<file path="src/rtl/dqber_pkg.sv">
`default_nettype none
// ----------------------------------------------------------------------------
// dqber_pkg: shared types and constants
// Widths, fixed-point constants and small tables for the DQPSK BER step unit.
// ----------------------------------------------------------------------------
package dqber_pkg;

	localparam int SAMPLE_WIDTH_DEF = 16;
	localparam int COUNT_WIDTH_DEF  = 32;

	localparam int UNIFORM_W     = 16;
	localparam int NOISE_SCALE_W = 16;
	localparam logic [NOISE_SCALE_W-1:0] NOISE_SCALE_RST = 16'd32768;

	// APB map: one register, 32-bit data, index in paddr[2]
	localparam int APB_ADDR_W = 3;
	localparam int APB_DATA_W = 32;
	localparam logic REG_NOISE_SCALE = 1'b0;

	// noise datapath widths
	localparam int RADIUS_W = 19;
	localparam int TRIG_W   = 17;
	localparam int PROD1_W  = RADIUS_W + TRIG_W;
	localparam int PROD_W   = PROD1_W + NOISE_SCALE_W;
	localparam int ANG_W    = 30;
	localparam int RCP_W    = 32;
	localparam int RSH_W    = 6;

	localparam logic [16:0] TWO_LN2_Q16    = 17'd90852;
	localparam logic [16:0] ANGLE_STEP_Q30 = 17'd102944;

	localparam int LOG_ROUNDS  = 16;
	localparam int SQRT_ROUNDS = 19;
	localparam int POW_STEPS   = 7;
	localparam int DIV_TERMS   = 6;

	// ceil(2^k / d) with k = 30 + ceil(log2 d): floor division of any
	// 30-bit term by d is (term * recip) >> k
	localparam logic [63:0] RCP_T3 = ((64'd1 << 33) + 64'd5) / 64'd6;
	localparam logic [63:0] RCP_T5 = ((64'd1 << 37) + 64'd119) / 64'd120;
	localparam logic [63:0] RCP_T7 = ((64'd1 << 43) + 64'd5039) / 64'd5040;
	localparam logic [63:0] RCP_T4 = ((64'd1 << 35) + 64'd23) / 64'd24;
	localparam logic [63:0] RCP_T6 = ((64'd1 << 40) + 64'd719) / 64'd720;
	localparam logic [63:0] RCP_T8 = ((64'd1 << 46) + 64'd40319) / 64'd40320;

	typedef struct packed {
		logic bit_i;
		logic bit_q;
		logic new_run;
	} sym_t;

	typedef enum logic [1:0] {
		SGN_ZERO = 2'b00,
		SGN_POS  = 2'b01,
		SGN_NEG  = 2'b10
	} sgn_t;

	// Taylor terms in order t3, t5, t7, t4, t6, t8
	function automatic logic [RCP_W-1:0] recip_const(input logic [2:0] idx);
		logic [RCP_W-1:0] r;
		unique case (idx)
			3'd0:    r = RCP_T3[RCP_W-1:0];
			3'd1:    r = RCP_T5[RCP_W-1:0];
			3'd2:    r = RCP_T7[RCP_W-1:0];
			3'd3:    r = RCP_T4[RCP_W-1:0];
			3'd4:    r = RCP_T6[RCP_W-1:0];
			3'd5:    r = RCP_T8[RCP_W-1:0];
			default: r = '0;
		endcase
		return r;
	endfunction

	function automatic logic [RSH_W-1:0] recip_shift(input logic [2:0] idx);
		logic [RSH_W-1:0] s;
		unique case (idx)
			3'd0:    s = 6'd33;
			3'd1:    s = 6'd37;
			3'd2:    s = 6'd43;
			3'd3:    s = 6'd35;
			3'd4:    s = 6'd40;
			3'd5:    s = 6'd46;
			default: s = 6'd0;
		endcase
		return s;
	endfunction

	function automatic sgn_t cos_sign(input logic [2:0] ph);
		sgn_t s;
		unique case (ph) inside
			3'd0, 3'd1, 3'd7: s = SGN_POS;
			3'd2, 3'd6:       s = SGN_ZERO;
			default:          s = SGN_NEG;
		endcase
		return s;
	endfunction

	function automatic sgn_t sin_sign(input logic [2:0] ph);
		sgn_t s;
		unique case (ph) inside
			3'd0, 3'd4:       s = SGN_ZERO;
			3'd1, 3'd2, 3'd3: s = SGN_POS;
			default:          s = SGN_NEG;
		endcase
		return s;
	endfunction

endpackage
`default_nettype wire

</file>
<file path="src/rtl/dqber_queue.sv">
`default_nettype none
// ----------------------------------------------------------------------------
// dqber_queue: two-entry item queue
// Decouples the noise front end from the detection back end.
// ----------------------------------------------------------------------------
module dqber_queue import dqber_pkg::*; #(
	parameter int WIDTH = 3
) (
	input  wire logic             clk,
	input  wire logic             arst_n,
	input  wire logic             push_valid,
	output logic                  push_ready,
	input  wire logic [WIDTH-1:0] push_data,
	output logic                  pop_valid,
	input  wire logic             pop_ready,
	output logic [WIDTH-1:0]      pop_data
);
	logic [WIDTH-1:0] mem_q [2];
	logic             wr_q, rd_q;
	logic [1:0]       cnt_q;
	logic             do_push, do_pop;

	assign push_ready = (cnt_q != 2'd2);
	assign pop_valid  = (cnt_q != 2'd0);
	assign pop_data   = mem_q[rd_q];
	assign do_push    = push_valid && push_ready;
	assign do_pop     = pop_valid && pop_ready;

	always_ff @(posedge clk or negedge arst_n) begin
		if (!arst_n) begin
			wr_q  <= 1'b0;
			rd_q  <= 1'b0;
			cnt_q <= '0;
		end else begin
			if (do_push) wr_q <= ~wr_q;
			if (do_pop)  rd_q <= ~rd_q;
			cnt_q <= cnt_q + 2'(do_push) - 2'(do_pop);
		end
	end

	always_ff @(posedge clk) begin
		if (do_push) begin
			mem_q[wr_q] <= push_data;
		end
	end

endmodule
`default_nettype wire

</file>
<file path="config.mk">
export PLATFORM = sky130hd
export DESIGN_NAME = dqber_queue
export DESIGN_NICKNAME = d
export VERILOG_FILES = /design/src/rtl/dqber_pkg.sv /design/src/rtl/dqber_queue.sv
export SDC_FILE = /design/constraint.sdc
export NUM_CORES = 1
export LEC_CHECK = 0
export ABC_CLOCK_PERIOD_IN_PS = 2400
export BUFFER_PORTS_ARGS = -buffer_cell sky130_fd_sc_hd__buf_4
export CAP_MARGIN = 10
export CORE_AREA = 8 8 45 47
export CTS_CLUSTER_DIAMETER = 60
export DETAILED_ROUTE_END_ITERATION = 7
export DIE_AREA = 0 0 53 55
export PLACE_DENSITY = 0.58
export SETUP_SLACK_MARGIN = 0.05
export SYNTH_ARGS = -nofsm -noshare
export SYNTH_HDL_FRONTEND = slang
export SYNTH_SLANG_ARGS = --single-unit
</file>
<file path="constraint.sdc">
create_clock -name clk -period 2.4 [get_ports clk]
set_clock_uncertainty 0.1 [all_clocks]
set_input_delay 0.12 -clock clk [delete_from_list [all_inputs] [get_ports clk]]
set_output_delay 0.12 -clock clk [all_outputs]
set_load 0.005 [all_outputs]
</file>
Word level (Yosys, flattened, before mapping)
Memories as Yosys holds them, arrays and structs flattened.
Index checks and enable logic that the tools add are counted.
{"block": "classes", "add_sub_neg": 2, "mux": 2, "eq_ne": 1, "n_bitwise": 2, "reduce_logical": 3}
{"cell": "$add A2 B1 Y2", "n": 1}
{"cell": "$logic_and A1 B1 Y1", "n": 2}
{"cell": "$mux W1", "n": 2}
{"cell": "$ne A2 B2 Y1 const B", "n": 1}
{"cell": "$not A1 Y1", "n": 2}
{"cell": "$reduce_bool A2 Y1", "n": 1}
{"cell": "$sub A2 B1 Y2", "n": 1}
{"block": "totals", "out_inout_bits": 5, "wordCells": 14, "mem_count": 1, "register_bits": 4, "mem_bits_rw": 6}
{"memory": "mem_q", "depth": 2, "word_bits": 3, "read_ports": 1, "rd_ports_with_merged_regs": 0, "wr": 1, "line": "dqber_queue.sv:18", "source": "logic [WIDTH-1:0] mem_q [2];"}

Logic depth before layout (Yosys ltp)
{"block": "depth", "ltp_word": 4, "depth_mapped": 7, "depth_no_buf": 7}

Worst setup path after synthesis
OpenSTA, ideal clock, no wires.
{"block": "synth_path", "kind": "register -> register", "startpoint": "register cnt_q[1]", "endpoint": "register cnt_q[1]", "stages_incl_launch_ff": 8, "period_less_slack_ns": 1.725, "arrival_time_ns": 1.503, "path_buffers": 0, "slack_ns": 0.675, "cell_sequence": "dfrtp_1 or2_1 and2_4 ha_1 inv_1 ha_1 xnor2_1 xnor2_1"}
{"block": "synth_via", "elab_cells_between_ends": 6}
{"item": "start: declaration", "line": "dqber_queue.sv:20", "source": "logic [1:0] cnt_q;"}
{"item": "start signal: assignment", "line": "dqber_queue.sv:37", "source": "cnt_q <= cnt_q + 2'(do_push) - 2'(do_pop);"}
{"item": "$reduce_bool A2 Y1", "line": "dqber_queue.sv:24", "source": "assign pop_valid = (cnt_q != 2'd0);"}
{"item": "via pop_valid", "line": "dqber_queue.sv:14", "source": "output logic pop_valid,"}
{"item": "$logic_and A1 B1 Y1", "line": "dqber_queue.sv:27", "source": "assign do_pop = pop_valid && pop_ready;"}
{"item": "via do_pop", "line": "dqber_queue.sv:21", "source": "logic do_push, do_pop;"}
{"item": "$sub A2 B1 Y2", "line": "dqber_queue.sv:37"}
The timed path passes the listed nets, and every way through them passes these cells.
A chain may end at the register's enable or synchronous reset.

Final worst setup path
{"block": "layout_path", "startpoint": "register cnt_q[1]", "endpoint": "register cnt_q[1]"}
{"block": "layout_via", "elab_cells_between_ends": 6}
{"item": "$reduce_bool A2 Y1", "line": "dqber_queue.sv:24"}
{"item": "$logic_and A1 B1 Y1", "line": "dqber_queue.sv:27"}
{"item": "via do_pop", "line": "dqber_queue.sv:21"}
{"item": "$sub A2 B1 Y2", "line": "dqber_queue.sv:37"}
The timed path passes the listed nets, and every way through them passes these cells.

==> results.txt <==
outcome: completed
total number of vias: 256
most area-hungry cell type in the Yosys netlist: edfxtp_1
Longest Clk Path Bufs: 2
top cells by area, synth: edfxtp_1 (44%), dfrtp_1 (24%), mux2_2 (8.2%)
Max FO, Critical Path: 3
worst skew pair latency: 0.25 ns
Boundary Pins: 12
Post-synth EDFFs: 6
layout overhead on the synthesized area: 40.9%
clk slew on worst S/H paths: 0.06 ns
post-synthesis sequential area ratio: 67.9%
async set-reset flop share out of synthesis: 40.0%
vias in the first global route: 282
WL met1: 278 µm
Yosys top cell area share: 43.6%
leakage power: 0.249 nW
met2 routed wirelength: 490 µm
Syn Nets: 35
n_diodes: 0
Fmax: 0.545 GHz
Cell Rows: 14
Final Worst Setup Slack: 0.565 ns
chip height: 55 µm
first-pass GRT wire length: 1190 µm
Die ar.: 2920 µm²
Reg2Reg Setup Slack: 0.57 ns
setup tns final: 0 ns
most common cell after layout, fill and taps aside: buf_4
area of the mapped netlist: 413 µm²
Die X: 53 µm
uppermost layer routed: met3
Tot GR Track Use: 5.85%
yosys warns: 0
PD cells: 1130 nW/µm²
commonest cells after routing, fill and taps aside: buf_4 (11), edfxtp_1 (6), dfrtp_1 (4), dlygate4sd3_1 (4)
Final Hold Vio Count: 0
crit path launch type: flop
Iter 0 DRT Violations: 6
CP Class: reg -> reg
Final Cycle Share: 76.4%
total CTS buffers: 3
worst vdd ir: 0.391 mV
share of post-route cells with drive strength above 1: 40.0%
Core Box Area: 1380 µm²
post-layout min period: 1.83 ns
register bit total from synthesis: 10
Slew @ Worst Pin: 0.254 ns
RSZ-0062 raised after global routing: false
drt wl/cell: 13.1 µm
total congestion overflow: 0
Worst setup EP type: flop
gp weighted congestion: 0.632
Worst EP required: 2.48 ns
average cell area after synthesis: 15.9 µm²
port buffer count: 11
max cap viols: 0
fin. max-slew vios: 0
# nets final: 55
CTS root buf: clkbuf_4
DRC: 0
DRT Wirelength: 801 µm
CTS tree: built
met3 routed WL: 32 µm
class of the most critical hold timing path: in -> reg
Clock Sinks: 10
Mapped Cells: 26
Initial Util: 29.8%
r2r worst-path depth: 7
Arr. time, crit path: 1.91 ns
Via density: 4.20
largest net degree at the start of global routing: 7
# setup viols final: 0
Slew HR: 83.0%
worst hold path cell count: 3
initial antenna violation count: 0
CTS H-Tree Depth: 1
Synth cell types: 13
ys flop type: edfxtp_1
Setup WS pre-CTS: 0.572 ns
drt pass-1 iters: 2
Final ANT Viol Nets: 0
[critical path, cell delays in order (launching register included)]
cell,delay (ns)
dfrtp_1,0.40
or2_1,0.25
and2_4,0.17
ha_1,0.28
inv_1,0.04
ha_1,0.18
xnor2_1,0.18
xnor2_1,0.15
[per-layer routing]
metal	vias to the layer above	GRT usage (%)
li1	127	-
met1	126	5.00
met2	3	11.5
met3	0	1.60
met4	0	3.88
met5	-	0
[flip-flops by register name, indices dropped and copies added, names as in the netlist]
signal	cells
rd_q	1
wr_q	1
cnt_q	2
mem_q	6
[power breakdown]
group | total (mW) | internal (mW) | switching [mW]
clock | 0.114 | 0.0599 | 0.0537
combinational | 0.258 | 0.153 | 0.104
sequential | 0.287 | 0.249 | 0.0380
total | 0.658 | 0.462 | 0.196
[per-stage QoR]
stage	util [%]	cell area (µm²)	std cells	total power, mW	hold slack (ns)
global route	42.0	582	61	0.702	0.0814
detailed placement	37.3	515	53	0.548	-0.178
CTS	42.0	582	61	0.672	0.0787
global placement	37.3	515	53	0.527	-0.182
finish	42.0	582	61	0.658	0.0794
floorplan	-	413	26	0.436	-0.276
[final cells by class]
type / count / area [µm²]
fill: 130 / 802
clock buffer: 3 / 22.5
inverter: 1 / 3.75
clock inverter: 1 / 3.75
sequential: 10 / 280
multi-input combinational: 15 / 129
timing repair buffer: 15 / 123
tap: 16 / 20.0
[cell usage after synthesis, types with 2 or more instances]
cell type and number:
xnor2_1 3, ha_1 2, edfxtp_1 6, mux2_2 3, dfrtp_1 4
[final timing paths]
check | start | endpoint
max in group asynchronous | arst_n | wr_q
worst max-delay path | cnt_q[1] | cnt_q[1]
worst max register to register | cnt_q[1] | cnt_q[1]
worst min-delay path | pop_ready | rd_q
worst min register to register | wr_q | wr_q
min in group asynchronous | arst_n | cnt_q[1]
[logic make-up (layout without fill, tap and decap cells)]
group	count (synthesis)	in the layout	share of synthesized area [%]
adders and majority gates	2	2	6.06
and+or+nand+nor	6	6	8.49
DFF	10	10	67.9
buffers and inverters	1	20	0.908
xor gates and xnor gates	4	4	8.49
muxes	3	3	8.18
[what timing repair did]
action	in CTS	in global routing
endpoints found under the hold margin	10	0
hold buffers	4	0
buffers inserted	0	0
gates resized for setup	0	0
setup endpoints to repair	0	0
(Power assumes the default switching activity.)
