**src/rtl/dqber_pkg.sv**
```systemverilog
`default_nettype none
// ----------------------------------------------------------------------------
// dqber_pkg: shared types and constants
// Widths, fixed-point constants and small tables for the DQPSK BER step unit.
// ----------------------------------------------------------------------------
package dqber_pkg;

	localparam int SAMPLE_WIDTH_DEF = 16;
	localparam int COUNT_WIDTH_DEF  = 32;

	localparam int UNIFORM_W     = 16;
	localparam int NOISE_SCALE_W = 16;
	localparam logic [NOISE_SCALE_W-1:0] NOISE_SCALE_RST = 16'd32768;

	// APB map: one register, 32-bit data, index in paddr[2]
	localparam int APB_ADDR_W = 3;
	localparam int APB_DATA_W = 32;
	localparam logic REG_NOISE_SCALE = 1'b0;

	// noise datapath widths
	localparam int RADIUS_W = 19;
	localparam int TRIG_W   = 17;
	localparam int PROD1_W  = RADIUS_W + TRIG_W;
	localparam int PROD_W   = PROD1_W + NOISE_SCALE_W;
	localparam int ANG_W    = 30;
	localparam int RCP_W    = 32;
	localparam int RSH_W    = 6;

	localparam logic [16:0] TWO_LN2_Q16    = 17'd90852;
	localparam logic [16:0] ANGLE_STEP_Q30 = 17'd102944;

	localparam int LOG_ROUNDS  = 16;
	localparam int SQRT_ROUNDS = 19;
	localparam int POW_STEPS   = 7;
	localparam int DIV_TERMS   = 6;

	// ceil(2^k / d) with k = 30 + ceil(log2 d): floor division of any
	// 30-bit term by d is (term * recip) >> k
	localparam logic [63:0] RCP_T3 = ((64'd1 << 33) + 64'd5) / 64'd6;
	localparam logic [63:0] RCP_T5 = ((64'd1 << 37) + 64'd119) / 64'd120;
	localparam logic [63:0] RCP_T7 = ((64'd1 << 43) + 64'd5039) / 64'd5040;
	localparam logic [63:0] RCP_T4 = ((64'd1 << 35) + 64'd23) / 64'd24;
	localparam logic [63:0] RCP_T6 = ((64'd1 << 40) + 64'd719) / 64'd720;
	localparam logic [63:0] RCP_T8 = ((64'd1 << 46) + 64'd40319) / 64'd40320;

	typedef struct packed {
		logic bit_i;
		logic bit_q;
		logic new_run;
	} sym_t;

	typedef enum logic [1:0] {
		SGN_ZERO = 2'b00,
		SGN_POS  = 2'b01,
		SGN_NEG  = 2'b10
	} sgn_t;

	// Taylor terms in order t3, t5, t7, t4, t6, t8
	function automatic logic [RCP_W-1:0] recip_const(input logic [2:0] idx);
		logic [RCP_W-1:0] r;
		unique case (idx)
			3'd0:    r = RCP_T3[RCP_W-1:0];
			3'd1:    r = RCP_T5[RCP_W-1:0];
			3'd2:    r = RCP_T7[RCP_W-1:0];
			3'd3:    r = RCP_T4[RCP_W-1:0];
			3'd4:    r = RCP_T6[RCP_W-1:0];
			3'd5:    r = RCP_T8[RCP_W-1:0];
			default: r = '0;
		endcase
		return r;
	endfunction

	function automatic logic [RSH_W-1:0] recip_shift(input logic [2:0] idx);
		logic [RSH_W-1:0] s;
		unique case (idx)
			3'd0:    s = 6'd33;
			3'd1:    s = 6'd37;
			3'd2:    s = 6'd43;
			3'd3:    s = 6'd35;
			3'd4:    s = 6'd40;
			3'd5:    s = 6'd46;
			default: s = 6'd0;
		endcase
		return s;
	endfunction

	function automatic sgn_t cos_sign(input logic [2:0] ph);
		sgn_t s;
		unique case (ph) inside
			3'd0, 3'd1, 3'd7: s = SGN_POS;
			3'd2, 3'd6:       s = SGN_ZERO;
			default:          s = SGN_NEG;
		endcase
		return s;
	endfunction

	function automatic sgn_t sin_sign(input logic [2:0] ph);
		sgn_t s;
		unique case (ph) inside
			3'd0, 3'd4:       s = SGN_ZERO;
			3'd1, 3'd2, 3'd3: s = SGN_POS;
			default:          s = SGN_NEG;
		endcase
		return s;
	endfunction

endpackage
`default_nettype wire

```
**src/rtl/dqber_back.sv**
```systemverilog
`default_nettype none
// ----------------------------------------------------------------------------
// dqber_back: modulation, differential detection and error counting
// Three-stage pipeline holding the phase, previous sample and error count.
// ----------------------------------------------------------------------------
module dqber_back import dqber_pkg::*; #(
	parameter int SAMPLE_WIDTH = SAMPLE_WIDTH_DEF,
	parameter int COUNT_WIDTH  = COUNT_WIDTH_DEF
) (
	input  wire logic                        clk,
	input  wire logic                        arst_n,
	input  wire logic                        q_valid,
	output logic                             q_ready,
	input  wire sym_t                        q_sym,
	input  wire logic signed [SAMPLE_WIDTH+1:0] q_ni,
	input  wire logic signed [SAMPLE_WIDTH+1:0] q_nq,
	output logic                             out_valid,
	input  wire logic                        out_ready,
	output logic signed [SAMPLE_WIDTH-1:0]   rx_i,
	output logic signed [SAMPLE_WIDTH-1:0]   rx_q,
	output logic                             decided_i,
	output logic                             decided_q,
	output logic [1:0]                       symbol_errors,
	output logic [COUNT_WIDTH-1:0]           error_total
);
	localparam int SW = SAMPLE_WIDTH;
	localparam int NW = SAMPLE_WIDTH + 2;
	localparam int F  = SAMPLE_WIDTH - 4;
	localparam logic [63:0] HR64 = (64'd3037000500 + (64'd1 << (31 - F))) >> (32 - F);
	localparam logic signed [NW-1:0] HALF_ROOT = NW'(HR64);
	localparam logic signed [NW-1:0] ONE_S     = NW'(64'd1 << F);
	localparam logic signed [SW-1:0] ONE_SW    = SW'(64'd1 << F);

	logic adv, pop;

	// loop state
	logic [2:0]             phase_q;
	logic signed [SW-1:0]   prev_i_q, prev_q_q;
	logic [COUNT_WIDTH-1:0] cnt_q;

	// pipeline
	logic                   v_s1, v_s2;
	sym_t                   sym_s1, sym_s2;
	logic signed [SW-1:0]   rxi_s1, rxq_s1, pi_s1, pq_s1;
	logic signed [SW-1:0]   rxi_s2, rxq_s2;
	logic signed [2*SW-1:0] pa_s2, pb_s2, pc_s2, pd_s2;

	logic [2:0]             ph_base, step, ph;
	logic signed [NW-1:0]   lvl, txi, txq;
	logic signed [NW:0]     sumi, sumq;
	logic signed [SW-1:0]   rxi, rxq, pi_b, pq_b;
	logic signed [2*SW:0]   re, im;
	logic                   di, dq;
	logic [1:0]             se;
	logic [COUNT_WIDTH-1:0] cbase;
	logic [COUNT_WIDTH:0]   csum;

	function automatic logic signed [SW-1:0] sat(input logic signed [SW+2:0] x);
		logic signed [SW-1:0] r;
		if (x[SW+2:SW-1] == '0 || x[SW+2:SW-1] == '1) begin
			r = x[SW-1:0];
		end else if (x[SW+2]) begin
			r = {1'b1, {(SW-1){1'b0}}};
		end else begin
			r = {1'b0, {(SW-1){1'b1}}};
		end
		return r;
	endfunction

	function automatic logic signed [NW-1:0] level(input sgn_t s,
			input logic signed [NW-1:0] mag);
		logic signed [NW-1:0] r;
		unique case (s)
			SGN_POS: r = mag;
			SGN_NEG: r = -mag;
			default: r = '0;
		endcase
		return r;
	endfunction

	assign adv     = !out_valid || out_ready;
	assign pop     = adv && q_valid;
	assign q_ready = adv;

	// stage 1: phase step, transmit level, noise add
	always_comb begin
		ph_base = q_sym.new_run ? 3'd0 : phase_q;
		step    = q_sym.bit_i ? (q_sym.bit_q ? 3'd1 : 3'd7) : (q_sym.bit_q ? 3'd3 : 3'd5);
		ph      = ph_base + step;
		lvl     = ph[0] ? HALF_ROOT : ONE_S;
		txi     = level(cos_sign(ph), lvl);
		txq     = level(sin_sign(ph), lvl);
		sumi    = $signed({txi[NW-1], txi}) + $signed({q_ni[NW-1], q_ni});
		sumq    = $signed({txq[NW-1], txq}) + $signed({q_nq[NW-1], q_nq});
		rxi     = sat(sumi);
		rxq     = sat(sumq);
		pi_b    = q_sym.new_run ? ONE_SW : prev_i_q;
		pq_b    = q_sym.new_run ? '0 : prev_q_q;
	end

	// stage 3: decisions and count
	always_comb begin
		re    = $signed({pa_s2[2*SW-1], pa_s2}) + $signed({pb_s2[2*SW-1], pb_s2});
		im    = $signed({pc_s2[2*SW-1], pc_s2}) - $signed({pd_s2[2*SW-1], pd_s2});
		di    = !re[2*SW];
		dq    = !im[2*SW];
		se    = 2'(di != sym_s2.bit_i) + 2'(dq != sym_s2.bit_q);
		cbase = sym_s2.new_run ? '0 : cnt_q;
		csum  = {1'b0, cbase} + (COUNT_WIDTH + 1)'(se);
	end

	always_ff @(posedge clk or negedge arst_n) begin
		if (!arst_n) begin
			phase_q   <= '0;
			prev_i_q  <= ONE_SW;
			prev_q_q  <= '0;
			cnt_q     <= '0;
			v_s1      <= 1'b0;
			v_s2      <= 1'b0;
			out_valid <= 1'b0;
		end else begin
			if (pop) begin
				phase_q  <= ph;
				prev_i_q <= rxi;
				prev_q_q <= rxq;
			end
			if (adv) begin
				v_s1      <= q_valid;
				v_s2      <= v_s1;
				out_valid <= v_s2;
				if (v_s2) begin
					cnt_q <= csum[COUNT_WIDTH] ? '1 : csum[COUNT_WIDTH-1:0];
				end
			end
		end
	end

	always_ff @(posedge clk) begin
		if (adv) begin
			sym_s1 <= q_sym;
			rxi_s1 <= rxi;
			rxq_s1 <= rxq;
			pi_s1  <= pi_b;
			pq_s1  <= pq_b;
			sym_s2 <= sym_s1;
			rxi_s2 <= rxi_s1;
			rxq_s2 <= rxq_s1;
			pa_s2  <= rxi_s1 * pi_s1;
			pb_s2  <= rxq_s1 * pq_s1;
			pc_s2  <= rxq_s1 * pi_s1;
			pd_s2  <= rxi_s1 * pq_s1;
			rx_i          <= rxi_s2;
			rx_q          <= rxq_s2;
			decided_i     <= di;
			decided_q     <= dq;
			symbol_errors <= se;
			error_total   <= csum[COUNT_WIDTH] ? '1 : csum[COUNT_WIDTH-1:0];
		end
	end

endmodule
`default_nettype wire

```
**config.mk**
```make
export PLATFORM = sky130hd
export DESIGN_NAME = dqber_back
export DESIGN_NICKNAME = d
export VERILOG_FILES = /design/src/rtl/dqber_pkg.sv /design/src/rtl/dqber_back.sv
export SDC_FILE = /design/constraint.sdc
export NUM_CORES = 2
export LEC_CHECK = 0
export BUFFER_PORTS_ARGS = -buffer_cell sky130_fd_sc_hd__buf_2
export CAP_MARGIN = 25
export CORE_ASPECT_RATIO = 0.75
export CORE_MARGIN = 1.5
export CORE_UTILIZATION = 40
export DETAILED_ROUTE_END_ITERATION = 10
export PLACE_DENSITY = 0.64
export SYNTH_ARGS = -nofsm -noshare
export SYNTH_HDL_FRONTEND = slang
export SYNTH_SLANG_ARGS = --single-unit
export TNS_END_PERCENT = 10
```
**constraint.sdc**
```tcl
create_clock -name clk -period 19.3 [get_ports clk]
set_input_delay 0.965 -clock clk [delete_from_list [all_inputs] [get_ports clk]]
set_output_delay 0.965 -clock clk [all_outputs]
set_load 0.005 [all_outputs]
```
Yosys cells after proc, flatten, opt, wreduce, memory -nomap -nowiden
Cells that the tools add are included.
W data, S select, Z words.
{ "totals": {"ramBits": 0, "mem_count": 0, "latch_bits": 0, "register_bits": 368, "romBits": 0, "in_bits": 43} }
{ "op_classes": {"div_mod_pow": 0, "muxes": 15, "n_mul": 4, "addsub": 8, "shifts": 0, "bitwise_logic": 0, "reduce_logical": 15, "n_eq_ne": 14, "order_cmp": 0} }
{ "ops": {"columns": ["cell", "n"], "rows": [
  ["$mul A16 B16 Y32", 4],
  ["$pmux W18 S2", 2],
  ["$mux W16", 4],
  ["$mux W32", 2],
  ["$add A18 B18 Y19", 2],
  ["$add A32 B2 Y33", 1],
  ["$add A32 B32 Y33", 1],
  ["$sub A32 B32 Y33", 1],
  ["$neg A13 Y18", 1],
  ["$mux W13", 1],
  ["$mux W3", 4],
  ["$eq A3 B3 Y1 const B", 3],
  ["$eq A4 B4 Y1 const B", 2],
  ["$logic_not A4 Y1", 2],
  ["$pmux W2 S2", 2],
  ["$eq A3 B2 Y1 const B", 2],
  ["$reduce_or A3 Y1", 2],
  ["$eq A2 B1 Y1 const B", 2],
  ["$eq A2 B2 Y1 const B", 2],
  ["$reduce_or A2 Y1", 2],
  ["$add A3 B3 Y3", 1],
  ["$eq A3 B1 Y1 const B", 1],
  ["$logic_not A1 Y1", 3],
  ["$logic_not A3 Y1", 1],
  ["5 further kinds", 8]
]} }

Depth between registers and ports, before layout
{ "logic_depth": {"ltp_word": 12, "depth_mapped": 23, "ltp_nobuf": 22} }

Least setup slack after synthesis
Ideal clock, no wire load.
{ "synth_path": {"kind": "input -> register", "from": "in out_ready", "to": "reg v_s1", "t_arrival_ps": 11600, "setup_time_ps": 196, "path_stages": 6, "slack_ps": 7504, "t_required_ps": 19104, "cell_sequence": "nand2b_1 > clkbuf_1 > nand2_1 > clkbuf_1 > clkbuf_1 > o21ai_0"} }
{ "synth_via": {"elab_chain_len": 1} }
{ "synth_rtl": {"columns": ["item", "line_no", "rtl"], "rows": [
  ["from (decl)", "dqber_back.sv:18", "input wire logic out_ready,"],
  ["$logic_or A1 B1 Y1", "dqber_back.sv:81", "assign adv = !out_valid || out_ready;"],
  ["net q_ready", "dqber_back.sv:13", "output logic q_ready,"],
  ["to (signal assigned)", "dqber_back.sv:128", "v_s1 <= q_valid;"],
  ["to (decl)", "dqber_back.sv:42", "logic v_s1, v_s2;"]
]} }
The timed path passes the listed nets, and every way through them passes these cells.
A chain may end at the register's enable or synchronous reset.

Worst setup path after layout
{ "layout_path": {"from": "reg rxi_s1[15]", "to": "reg pd_s2[31], data pin"} }
{ "layout_via": {"elab_chain_len": 1} }
{ "layout_rtl": {"columns": ["item", "line_no", "rtl"], "rows": [
  ["from (decl)", "dqber_back.sv:44", "logic signed [SW-1:0] rxi_s1, rxq_s1, pi_s1, pq_s1;"],
  ["from (signal assigned)", "dqber_back.sv:141", "rxi_s1 <= rxi;"],
  ["$mul A16 B16 Y32", "dqber_back.sv:151", "pd_s2 <= rxi_s1 * pq_s1;"],
  ["to (signal assigned)", "dqber_back.sv:151", null],
  ["to (decl)", "dqber_back.sv:46", "logic signed [2*SW-1:0] pa_s2, pb_s2, pc_s2, pd_s2;"]
]} }
Every way passes these cells.

==> impl_metrics.json <==
{
  "core_um2": 138000,
  "routed_wl_mm": 133,
  "dr.pass1.iters": 5,
  "setup_ws_ns": 11.76,
  "yosysSeqAreaShare_pct": 19.1,
  "htree_num_levels": 2,
  "fmax_mhz": 133,
  "rows": 118,
  "clock-sinks": 368,
  "grt_pass1_wl_mm": 218,
  "nNetsFinal": 7143,
  "drc": 0,
  "pre_cts_ws_ns": 11.92,
  "io_pins": 113,
  "finalSetupViolations": 0,
  "hold_viol": 0,
  "grt-ovfl-total": 0,
  "period_minus_slack_ns": 7.54,
  "dpl_cell_area_um2": 58600,
  "synth_area_um2": 55900,
  "outcome": "finished clean",
  "dpl.hpwl_mm": 102,
  "antenna_cells": 0,
  "yosysWarnings": 0,
  "rsz0062_at_grt": "false",
  "drtAntennaViolNets": 0,
  "crit_path_start_kind": "flop",
  "synth_edf_count": 298,
  "gp_congestion": 0.881,
  "maxCapViolCount": 0,
  "start_util_pct": 40.4,
  "synth.avg_cell_area_um2": 9.97,
  "drive_gt1_share_pct": 5.84,
  "antenna_found_initial": 0,
  "first_iter_violations": 3064,
  "fin_crit_sh_pct": 39.1,
  "maxSlewHeadroom_pct": 30.8,
  "portBuffers": 112,
  "clk_pin_slew_ns": 0.07,
  "layout_commonest_cell": "inv_1",
  "vias_per_cell": 5.07,
  "hp-class": "in -> async",
  "syn_inst": 5608,
  "async_flop_share_pct": 19.0,
  "netlist.area_leader.share_pct": 37.7,
  "grt_max_degree": 69,
  "cp-end-kind": "flop",
  "crit_fanout": 17,
  "layout_common_cells": "inv_1, fa_1, nand2_1",
  "synthFlopType": "edfxtp_1",
  "cts_hold_buf": 0,
  "root_buffer": "clkbuf_16",
  "nFillCells": 13150,
  "dieArea_um2": 142000,
  "synth_area_leaders": "fa_1, edfxtp_1, ha_1",
  "wire_per_inst_um": 17.8,
  "cts-resized-gates": 0,
  "fin_skew_ns": 0.0529,
  "tightestPinTransition_ns": 1.03,
  "synth_nets": 7132,
  "setup_tns_ns": 0,
  "cp.arrival_ns": 7.92,
  "cts_tree": "built",
  "insertion_delay_ns": 0.66,
  "yosys.area.top_type": "fa_1",
  "dieWidth_um": 435,
  "synth_seq_cells": 368,
  "grt_pass1_vias": 39140,
  "worst_ep_required_time_ns": 19.68,
  "die_height_um": 327,
  "slew_viol_final": 0,
  "cts_setup_buffers": 0,
  "clockBufferDepth": 3,
  "grtUsageTotal_pct": 19.5,
  "syn2layout_area_growth_pct": 7.70,
  "critPathKind": "reg -> reg",
  "num_vias": 38075,
  "yosysUniqueCellTypes": 90,
  "final_area_um2": 60200,
  "cts_made_buffers": 44
}
[synthesized netlist by cell type, types with 5 or more instances]
master,count
o21a_1,26
mux2_2,19
a21o_1,51
o2111ai_1,5
a2111oi_0,10
clkbuf_1,212
and3_1,19
nand3_1,45
nor2b_1,59
nor3b_1,8
o311ai_2,5
a211oi_1,10
and4b_1,5
o22ai_1,7
xor2_1,47
o21bai_1,17
a21boi_0,5
a31oi_1,24
nand4_1,19
o211ai_1,18
a21oi_1,149
and2_1,502
nand3b_1,6
inv_1,1220
and4_1,5
or3_1,17
nor2_1,172
buf_1,5
edfxtp_1,298
o31ai_1,21
nand2_1,608
dfrtp_1,69
o311ai_0,7
nor3_1,26
xnor2_1,133
ha_1,429
nand2b_1,53
o21ai_0,114
or2_2,10
buf_2,7
a211o_1,8
fa_1,1052
[state kept, by name (all words and copies together), names as in the netlist, 2 cells and up]
signal,count
cnt_q,32
error_total,32
pa_s2,32
pb_s2,32
pc_s2,32
pd_s2,32
pi_s1,16
pq_s1,16
prev_i_q,16
prev_q_q,16
rx_i,16
rx_q,16
rxi_s1,16
rxi_s2,16
rxq_s1,16
rxq_s2,16
phase_q,3
sym_s1,3
sym_s2,3
symbol_errors,2
[metrics by stage]
step                std cells  utilization (%)  hold WS, ns
global placement         7428             42.3        0.402
detailed placement       7431             42.3        0.405
floorplan                5608                -        0.400
CTS                      7513             43.5        0.249
global route             7515             43.5        0.289
finish                   7515             43.5        0.272
[path summary, 6_finish.rpt]
kind	startpoint	to	slack, ns	depth (start not counted)
min	arst_n	cnt_q[15]	0.27	1
min in group clk	rxq_s2[11]	rx_q[11]	0.41	0
min reg2reg	rxq_s2[11]	rx_q[11]	0.41	0
max	rxi_s1[15]	pd_s2[31]	11.76	20
max in group asynchronous	arst_n	prev_i_q[12]	18.38	2
max reg2reg	rxi_s1[15]	pd_s2[31]	11.76	20
[area by class of cell]
cell class	count	area (um^2)	area share [%]
Clock inverter	30	440	0.732
Inverter	1220	4580	7.61
Sequential cell	368	10700	17.8
Clock buffer	52	1150	1.91
Tap cell	1860	2330	3.87
Timing Repair Buffer	190	1230	2.05
Multi-Input combinational cell	3795	39800	66.1
[kinds of logic after synthesis]
family | count (synthesis) | synth area share [%]
simple gates | 1583 | 14.3
fa+ha+maj | 1481 | 47.3
buf+inv | 1445 | 9.73
compound gates | 528 | 6.28
flops | 368 | 19.1
xor+xnor | 180 | 2.82
mux | 23 | 0.454
[worst max-delay path, cell delays in order, from the launching register on]
cell and delay [ns]:
edfxtp_1 0.69, buf_4 0.36, nand2_1 0.13, inv_1 0.11, fa_1 0.76, inv_1 0.11
fa_1 0.59, fa_1 0.46, fa_1 0.59, fa_1 0.43, fa_1 0.50, inv_1 0.04
ha_1 0.39, nand2_1 0.07, o21ai_0 0.36, or3_1 0.19, o21ai_0 0.16, o311ai_1 0.75
nand2_1 0.21, a21oi_1 0.25, xnor2_1 0.08
[metal layers]
layer | track usage, % | up-vias | part of all wire, %
met5 | 0 | - | 0
met4 | 4.26 | 0 | 2.1
met3 | 3.37 | 120 | 8.6
met2 | 27.4 | 1375 | 41
met1 | 31.1 | 19333 | 48
li1 | - | 17247 | -
Power is not shown: default switching activity piles up to over one toggle a cycle in this logic, so the estimate is an artifact.
